`src/hw/rtl/assert_macros.svh`:
```
// Assertion helpers shared by the RTL files.
`ifndef ASSERT_MACROS_SVH
`define ASSERT_MACROS_SVH

// Same-cycle implication, disabled while reset is asserted.
`define KMP_ASSERT_IMP(label, clk, rst_n, ante, cons) \
  label: assert property (@(posedge clk) disable iff (!rst_n) (ante) |-> (cons)) \
    else $error("assertion failed");

// Next-cycle implication, disabled while reset is asserted.
`define KMP_ASSERT_NXT(label, clk, rst_n, ante, cons) \
  label: assert property (@(posedge clk) disable iff (!rst_n) (ante) |=> (cons)) \
    else $error("assertion failed");

`endif

```
`src/hw/rtl/kmp_pkg.sv`:
```
package kmp_pkg;

  // Request codes.
  localparam logic [2:0] ReqLoadCmd  = 3'd0;
  localparam logic [2:0] ReqLoadTime = 3'd1;
  localparam logic [2:0] ReqPlay     = 3'd2;
  localparam logic [2:0] ReqStep     = 3'd3;
  localparam logic [2:0] ReqSeek     = 3'd4;

  // Configuration register indexes.
  localparam logic [1:0] CfgLoop    = 2'd0;
  localparam logic [1:0] CfgReverse = 2'd1;
  localparam logic [1:0] CfgPoses   = 2'd2;
  localparam logic [1:0] CfgMotors  = 2'd3;

  // Results per step never exceed this.
  localparam int unsigned ResultLimit = 32;

  typedef struct packed {
    logic [2:0]         req_type;
    logic [5:0]         pose_index;
    logic [4:0]         channel_index;
    logic               cmd_defined;
    logic signed [31:0] cmd_value;
    logic [23:0]        key_time;
    logic [31:0]        now_ms;
    logic signed [31:0] seek_time;
  } in_t;

  typedef struct packed {
    logic [4:0]         motor_id;
    logic signed [31:0] position;
    logic               position_set;
    logic               last;
    logic               motion_over;
    logic               playing_flag;
  } out_t;

  // Operands of the shared multiply-divide unit.
  typedef struct packed {
    logic        start;
    logic [30:0] a;
    logic [32:0] b;
    logic [24:0] d;
  } md_req_t;

  typedef struct packed {
    logic busy;
    logic done;
  } md_status_t;

endpackage

```
`src/hw/rtl/kmp_muldiv.sv`:
```
module kmp_muldiv
  import kmp_pkg::*;
(
  input  logic       clk_i,
  input  logic       rst_ni,
  input  md_req_t    req_i,
  output md_status_t status_o,
  output logic [32:0] q_o
);

  typedef enum logic [2:0] {
    PH_IDLE = 3'b001,
    PH_MUL  = 3'b010,
    PH_DIV  = 3'b100
  } phase_e;

  phase_e      phase_q;
  logic [6:0]  cnt_q;
  logic [63:0] mcand_q;
  logic [30:0] mplier_q;
  logic [63:0] acc_q;
  logic [63:0] num_q;
  logic [24:0] rem_q;
  logic [24:0] div_q;
  logic        done_q;

  logic [63:0] acc_nx;
  logic [25:0] rem_sh;
  logic        ge;

  // One 64-bit adder serves the shift-add product; one subtractor the restoring divide.
  assign acc_nx = acc_q + (mplier_q[0] ? mcand_q : 64'd0);
  assign rem_sh = {rem_q, num_q[63]};
  assign ge     = rem_sh >= {1'b0, div_q};

  always_ff @(posedge clk_i or negedge rst_ni) begin
    if (!rst_ni) begin
      phase_q <= PH_IDLE;
      cnt_q   <= '0;
      done_q  <= 1'b0;
    end else begin
      done_q <= 1'b0;
      unique case (phase_q)
        PH_IDLE: begin
          if (req_i.start) begin
            phase_q <= PH_MUL;
            cnt_q   <= 7'd30;
          end
        end
        PH_MUL: begin
          if (cnt_q == 7'd0) begin
            phase_q <= PH_DIV;
            cnt_q   <= 7'd63;
          end else begin
            cnt_q <= cnt_q - 7'd1;
          end
        end
        PH_DIV: begin
          if (cnt_q == 7'd0) begin
            phase_q <= PH_IDLE;
            done_q  <= 1'b1;
          end else begin
            cnt_q <= cnt_q - 7'd1;
          end
        end
        default: phase_q <= PH_IDLE;
      endcase
    end
  end

  // Datapath registers.
  always_ff @(posedge clk_i) begin
    case (phase_q)
      PH_IDLE: begin
        if (req_i.start) begin
          mcand_q  <= {31'd0, req_i.b};
          mplier_q <= req_i.a;
          acc_q    <= '0;
          div_q    <= req_i.d;
        end
      end
      PH_MUL: begin
        acc_q    <= acc_nx;
        mcand_q  <= {mcand_q[62:0], 1'b0};
        mplier_q <= {1'b0, mplier_q[30:1]};
        if (cnt_q == 7'd0) begin
          num_q <= acc_nx;
          rem_q <= '0;
        end
      end
      PH_DIV: begin
        rem_q <= ge ? 25'(rem_sh - {1'b0, div_q}) : rem_sh[24:0];
        num_q <= {num_q[62:0], ge};
      end
      default: ;
    endcase
  end

  assign status_o.busy = (phase_q != PH_IDLE);
  assign status_o.done = done_q;
  assign q_o           = num_q[32:0];

  `include "assert_macros.svh"
  `KMP_ASSERT_IMP(a_start_idle, clk_i, rst_ni, req_i.start, phase_q == PH_IDLE)
  `KMP_ASSERT_NXT(a_done_pulse, clk_i, rst_ni, done_q, !done_q && phase_q == PH_IDLE)

endmodule

```
`config.mk`:
```
export PLATFORM = sky130hd
export DESIGN_NAME = kmp_muldiv
export DESIGN_NICKNAME = d
export VERILOG_FILES = /design/src/hw/rtl/kmp_pkg.sv /design/src/hw/rtl/kmp_muldiv.sv
export VERILOG_INCLUDE_DIRS = /design/src /design/src/hw/rtl
export SDC_FILE = /design/constraint.sdc
export NUM_CORES = 1
export LEC_CHECK = 0
export BUFFER_PORTS_ARGS = -buffer_cell sky130_fd_sc_hd__buf_2
export CAP_MARGIN = 20
export CORE_ASPECT_RATIO = 0.7
export CORE_MARGIN = 5
export CORE_UTILIZATION = 35
export CTS_CLUSTER_SIZE = 8
export DETAILED_ROUTE_END_ITERATION = 16
export PLACE_DENSITY_LB_ADDON = 0.05
export SYNTH_ARGS = -nofsm -noshare
export SYNTH_HDL_FRONTEND = slang
export SYNTH_SLANG_ARGS = --single-unit
```
`constraint.sdc`:
```
create_clock -name clk_i -period 5.1 [get_ports clk_i]
set_clock_uncertainty 0.15 [all_clocks]
set_input_delay 0.255 -clock clk_i [delete_from_list [all_inputs] [get_ports clk_i]]
set_output_delay 0.255 -clock clk_i [all_outputs]
set_load 0.01 [all_outputs]
```
==> summary.txt, run 1 <==
Status = complete, no violations
Synth top area cells = edfxtp_1, nand2_1, ha_1
Number of fill cells = 4739
CP peak stage delay = 0.77 ns
Largest net degree at the start of global routing = 104
Power per standard cell area = 593 nW/um2
Die H = 195 um
Synth top area share = 48.1%
Syn Std Cell Area = 17000 um2
Async SR Flop Fraction = 3.87%
Final slew viol count = 0
Post-Route WL = 46200 um
P_int = 0.00709 W
Least-Margin Pin Slew = 0.943 ns
Cell Rows = 67
H-tree levels = 2
Fmax = 229 MHz
TritonCTS Buffers = 41
CP arrival = 4.50 ns
Critical setup path kind = reg2reg
Critical path's slowest cell = edfxtp_1
Sequential-to-total area share from yosys stat = 49.7%
CP Launch Type = flip-flop
Pre-CTS setup slack = 0.682 ns
Drt drc = 0
CTS resizes = 0
Dpl hpwl = 32400 um
Clock share of power = 21.3%
Ports = 127
Clk_lat worst skew = 0.56 ns
Critical Path, Cell by Cell = and2_1 -> ha_1 -> fa_1 -> nand3_1 -> a211oi_2 -> o311ai_2 -> o211ai_2 -> o211a_1 -> nor2_1 -> o21ai_0 -> xnor2_1 -> o21ai_0
Post-CTS Setup Repair Bufs = 0
Via density per instance = 5.04
Post-route setup slack = 0.725 ns
Worst-path clk slew = 0.05 ns
Vias = 12900
Area of the multi-input gates = 7870 um2
Clock root cell = clkbuf_16
P_sw = 0.00484 W
# clock sinks = 284
Max_cap viols = 0
Register area = 8470 um2
Die area = 53300 um2
Minimum clock period = 4.38 ns
Final-stage net count = 2076
Seq pwr share = 32.9%
Setup crit end kind = flip-flop
GPL Wtd Cong = 0.862
First-pass DRT Iterations = 5
Cell with the most instances on the worst path = o21ai_0
Mapped Cells = 1730
Combinational Power Share = 45.8%
Starting density of the core = 35.5%
Synth warn = 0
Port bufs = 126
Synth area leader = edfxtp_1
Average cell area after synthesis = 9.85 um2
Avg WL per Cell = 18.0 um
Area growth syn-to-layout = 18.1%
Final hold viol count = 0
Post-synth EDFFs = 273
HP Class = in2async
Global-route wire length before repair = 73600 um
Max Buffers Root-to-Sink = 3
Main synth FF type = edfxtp_1
Initial antenna violation count = 0
Relative slew slack = 37.1%
1st-iter DRT viols = 838
Antenna Cells = 0
Synth unique cells = 80
Layout cells sized above 1 = 11.9%
Data required time of the worst path = 5.22 ns
Reg2reg path depth = 12
Width of the die = 274 um
LEAKAGE = 7.95 nW
Grt ovf = 0
Worst Path Max Fanout = 32
Syn Nets = 1913
Total GRT Usage = 17.1%
Part of the cycle the worst path needs = 85.8%
CTS tree = built
Vias in the first global route = 12800
Core Area = 48000 um2
Post-route ant nets = 0
Sw frac = 40.6%
RSZ-0062 raised after global routing = no
Setup violators final = 0
Seq cells post-synth = 284
Final setup TNS = 0 ns
Maximum VDD drop = 227 uV
==> path summary, 6_finish.rpt <==
path,startpoint,end,slack (ns)
setup / recovery,mplier_q[0],num_q[60],0.72
max in group asynchronous,rst_ni,phase_q[2],3.77
hold / removal,rst_ni,phase_q[0],0.1
min in group clk_i,req_i[11],div_q[11],0.26
setup reg to reg,mplier_q[0],num_q[60],0.72
hold reg to reg,cnt_q[4],cnt_q[4],0.35
==> state kept, by name, indices dropped and copies added (netlist names) <==
register and cells:
acc_q 64, mplier_q 31, cnt_q 7, phase_q 3, done_q 1, rem_q 25
mcand_q 64, div_q 25, num_q 64
==> placed cells by master, fill, tap and decap left out, types with 5 or more instances in the layout <==
cell type,count
nand2_1,325
edfxtp_1,273
nor2_1,150
buf_2,126
o21ai_0,116
a21oi_1,110
and2_1,105
dlygate4sd3_1,91
ha_1,89
xnor2_1,46
inv_1,43
clkbuf_16,42
a21o_1,36
xor2_1,32
nand4_1,22
nand3_1,19
clkbuf_1,18
o21bai_1,15
nor3_1,15
mux2i_1,15
o21ai_1,14
o21a_1,14
buf_4,14
and3_1,13
a31oi_1,12
nand2b_1,10
or3_1,10
nor2b_1,10
dfrtp_1,10
a211oi_1,9
o22ai_1,6
o31ai_1,6
a211oi_2,5
o211ai_1,5
a31o_2,5
==> layout make-up <==
type                    instances  area share (%)
clock buffers                  60            5.56
clock inverters                 2           0.180
inverters                      43           0.802
multi-input cells            1292            39.1
flip-flops and latches        284            42.1
well taps                     655            4.07
repair buffers                231            8.18
==> cells by family after synthesis <==
logic type	share of synthesized area (%)
xor gates and xnor gates	4.01
adders and majority gates	6.77
DFF	49.7
buffers and inverters	4.30
AOI/OAI and AO/OA	15.5
and+or+nand+nor	18.8
muxes	0.947
==> metrics by stage <==
step                std cells  cell area, um2  hold slack, ns  power (W)  util [%]
CTS                      2567           20100          0.0793     0.0121      41.9
detailed placement       2414           18100        -0.00372    0.00939      37.6
finish                   2567           20100          0.0951     0.0119      41.9
floorplan                1730           17000          -0.191    0.00785         -
global route             2567           20100          0.0790     0.0129      41.9
global placement         2414           18100        -0.00200    0.00940      37.6
==> synth_stat cells, types with 4 or more instances <==
library cell and number:
or3_1 10, a221oi_1 4, a211oi_1 9, o21ai_1 14
mux2i_1 15, o22ai_1 6, buf_2 9, and3_1 13
a21o_1 36, dfrtp_1 10, o21a_1 14, xor2_1 32
a31o_2 5, xnor2_1 46, o211ai_1 5, o31ai_1 6
o21ai_0 116, a21oi_1 110, buf_4 36, nand2b_1 10
nor2b_1 10, clkbuf_1 64, o21bai_1 15, nand2_1 328
and4_1 4, nand4_1 22, ha_1 89, or2_2 4
nand3_1 19, nor2_1 150, a31oi_1 12, and2_1 106
edfxtp_1 273, inv_1 43, nor3_1 15, a211oi_2 5
==> critical path: cells and delay by family (launching register included) <==
| kind | cells | cell delay [ns] |
|---|---|---|
| xor+xnor | 1 | 0.21 |
| fa+ha+maj | 2 | 0.66 |
| compound gates | 6 | 1.41 |
| flops | 1 | 0.77 |
| simple gates | 3 | 0.91 |
==> power by group through the flow <==
stage / sequential, W / clock (W) / combinational (W)
finish: 0.00392 / 0.00254 / 0.00547
global route: 0.00400 / 0.00272 / 0.00615
CTS: 0.00393 / 0.00263 / 0.00551
detailed placement: 0.00397 / 0 / 0.00543
global placement: 0.00397 / 0 / 0.00544
floorplan: 0.00385 / 0 / 0.00400
==> layer usage <==
metal | global-route usage (%) | share of wire [%] | up-vias | routed length (um)
li1 | - | - | 6451 | -
met1 | 27.3 | 53 | 6184 | 24600
met2 | 24.5 | 41 | 266 | 18800
met3 | 2.86 | 4.8 | 48 | 2200
met4 | 2.88 | 1.3 | 0 | 606
met5 | 0 | 0 | - | 0
==> repair_timing <==
action | CTS | global route
endpoints found under the hold margin | 100 | 0
endpoints found under the setup margin | 0 | 0
hold buffers | 91 | 0
Note: power is estimated with default switching activity, not from simulation.
==> inputs of run 2 (changes only) <==
HOLD_SLACK_MARGIN = 0.12   (was not set)
==> run 2 against run 1 <==
Effect of this change: worst setup slack lost 0.0077 ns; flip-flop and latch count stayed put; register-to-register slack about the same; routed wire length about the same; cell count is essentially flat; sequential power about the same; power about the same; combinational power is essentially flat; critical path depth did not move; core utilization hardly changed; largest cell class unchanged; critical path type unchanged; worst hold slack better by 0.17 ns; global-route usage hardly changed; critical endpoint unchanged.
==> summary.txt, run 2 (synthesis gave the netlist of run 1 again) <==
Status = complete, no violations
Vias = 13000
Largest net degree at the start of global routing = 104
H-tree levels = 2
Global-route wire length before repair = 73600 um
CTS tree = built
Setup violators final = 0
Total GRT Usage = 17.1%
Most frequent cells in the layout = nand2_1, edfxtp_1, nor2_1, buf_2, o21ai_0
GPL Wtd Cong = 0.862
CP arrival = 4.51 ns
Cell with the most instances on the worst path = o21ai_0
Drt drc = 0
Data required time of the worst path = 5.22 ns
Via density per instance = 5.05
Core Area = 48000 um2
CP Launch Type = flip-flop
Die H = 195 um
Post-route setup slack = 0.717 ns
HP Class = in2reg
Antenna Cells = 0
Minimum clock period = 4.38 ns
Fmax = 228 MHz
Total power = 0.0119 W
Delay-heaviest family, CP = compound AO/OA/AOI/OAI gates
Final slew viol count = 0
Critical path's slowest cell = edfxtp_1
Placed Area = 18100 um2
Ports = 127
Vias in the first global route = 12800
Layout cells sized above 1 = 11.9%
Least-Margin Pin Slew = 0.931 ns
Initial antenna violation count = 0
Crit path buffers/inverters = 0
1st-iter DRT viols = 910
Final hold viol count = 0
First-pass DRT Iterations = 5
Clk_lat worst skew = 0.55 ns
# clock sinks = 284
CP peak stage delay = 0.77 ns
Width of the die = 274 um
Critical setup path kind = reg2reg
Clock root cell = clkbuf_16
Top Registers = acc_q (64), mcand_q (64), num_q (64)
Grt ovf = 0
Worst-path clk slew = 0.05 ns
Setup crit end kind = flip-flop
Post-route ant nets = 0
Post-Route WL = 46200 um
Final-stage net count = 2077
TritonCTS Buffers = 41
Final Cell Area = 20100 um2
Power per standard cell area = 592 nW/um2
LEAKAGE = 7.95 nW
Pre-CTS setup slack = 0.682 ns
Commonest non-fill, non-tap cell in the layout = nand2_1
RSZ-0062 raised after global routing = no
Post-CTS Setup Repair Bufs = 0
Cell Rows = 67
Max_cap viols = 0
Max Buffers Root-to-Sink = 3
Part of the cycle the worst path needs = 85.9%
Dpl hpwl = 32400 um
Starting density of the core = 35.5%
Critical Path, Cell by Cell = and2_1 -> ha_1 -> fa_1 -> nand3_1 -> a211oi_2 -> o311ai_2 -> o211ai_2 -> o211a_1 -> nor2_1 -> o21ai_0 -> xnor2_1 -> o21ai_0
Worst Path Max Fanout = 32
Min Hold Slack = 0.264 ns
Final setup TNS = 0 ns
Relative slew slack = 38.0%
Maximum VDD drop = 227 uV
Area growth syn-to-layout = 18.2%
Avg WL per Cell = 18.0 um
Port bufs = 126
Die area = 53300 um2
==> run 2: changes by cell type in the layout (fill, tap and decap cells not counted), sizes merged <==
cell         delta
dlygate4sd3     +1
==> run 2: worst reg2reg max path: stages (launching register included) <==
cell,delay (ns)
edfxtp_1,0.77
and2_1,0.31
ha_1,0.23
fa_1,0.43
nand3_1,0.14
a211oi_2,0.12
o311ai_2,0.45
o211ai_2,0.23
o211a_1,0.28
nor2_1,0.47
o21ai_0,0.24
xnor2_1,0.22
o21ai_0,0.10
==> run 2: worst paths after layout <==
check | endpoint | slack [ns] | start | depth (start not counted)
min in group asynchronous | phase_q[0] | 0.65 | rst_ni | 3
hold reg to reg | cnt_q[4] | 0.35 | cnt_q[4] | 1
setup reg to reg | num_q[60] | 0.72 | mplier_q[0] | 12
max in group asynchronous | phase_q[2] | 3.21 | rst_ni | 4
hold / removal | div_q[11] | 0.26 | req_i[11] | 2
setup / recovery | num_q[60] | 0.72 | mplier_q[0] | 12
==> run 2: through the flow <==
| step | cells | util (%) |
|---|---|---|
| 2_1_floorplan | 1730 | - |
| 3_3_place_gp | 2414 | 37.6 |
| 3_5_place_dp | 2414 | 37.6 |
| 4_1_cts | 2568 | 41.9 |
| 5_1_grt | 2568 | 41.9 |
| 6_report | 2568 | 41.9 |
==> run 2: report_power, final <==
part / switching (W) / total, W / internal, W
combinational: 0.00351 / 0.00546 / 0.00196
sequential: 0.000289 / 0.00392 / 0.00363
clock: 0.00104 / 0.00254 / 0.00150
==> run 2: area by class of cell <==
cell class / count / area (um2)
clock inverter: 2 / 36.3
fill: 4738 / 27900
clock buffer: 60 / 1120
inverter: 43 / 161
timing repair buffer: 232 / 1660
tap: 655 / 820
sequential: 284 / 8470
multi-input combinational: 1292 / 7870
==> run 2: layer usage <==
metal | global-route usage [%] | vias to the layer above | wire, um
met5 | 0 | - | 0
met4 | 2.88 | 0 | 602
met3 | 2.86 | 46 | 2230
met2 | 24.5 | 264 | 18900
met1 | 27.3 | 6201 | 24600
li1 | - | 6455 | -
==> run 2: what timing repair did <==
item | 4_1_cts | 5_1_grt
hold buffers | 92 | 0
endpoints found under the hold margin | 100 | 0
resized for setup | 0 | 0
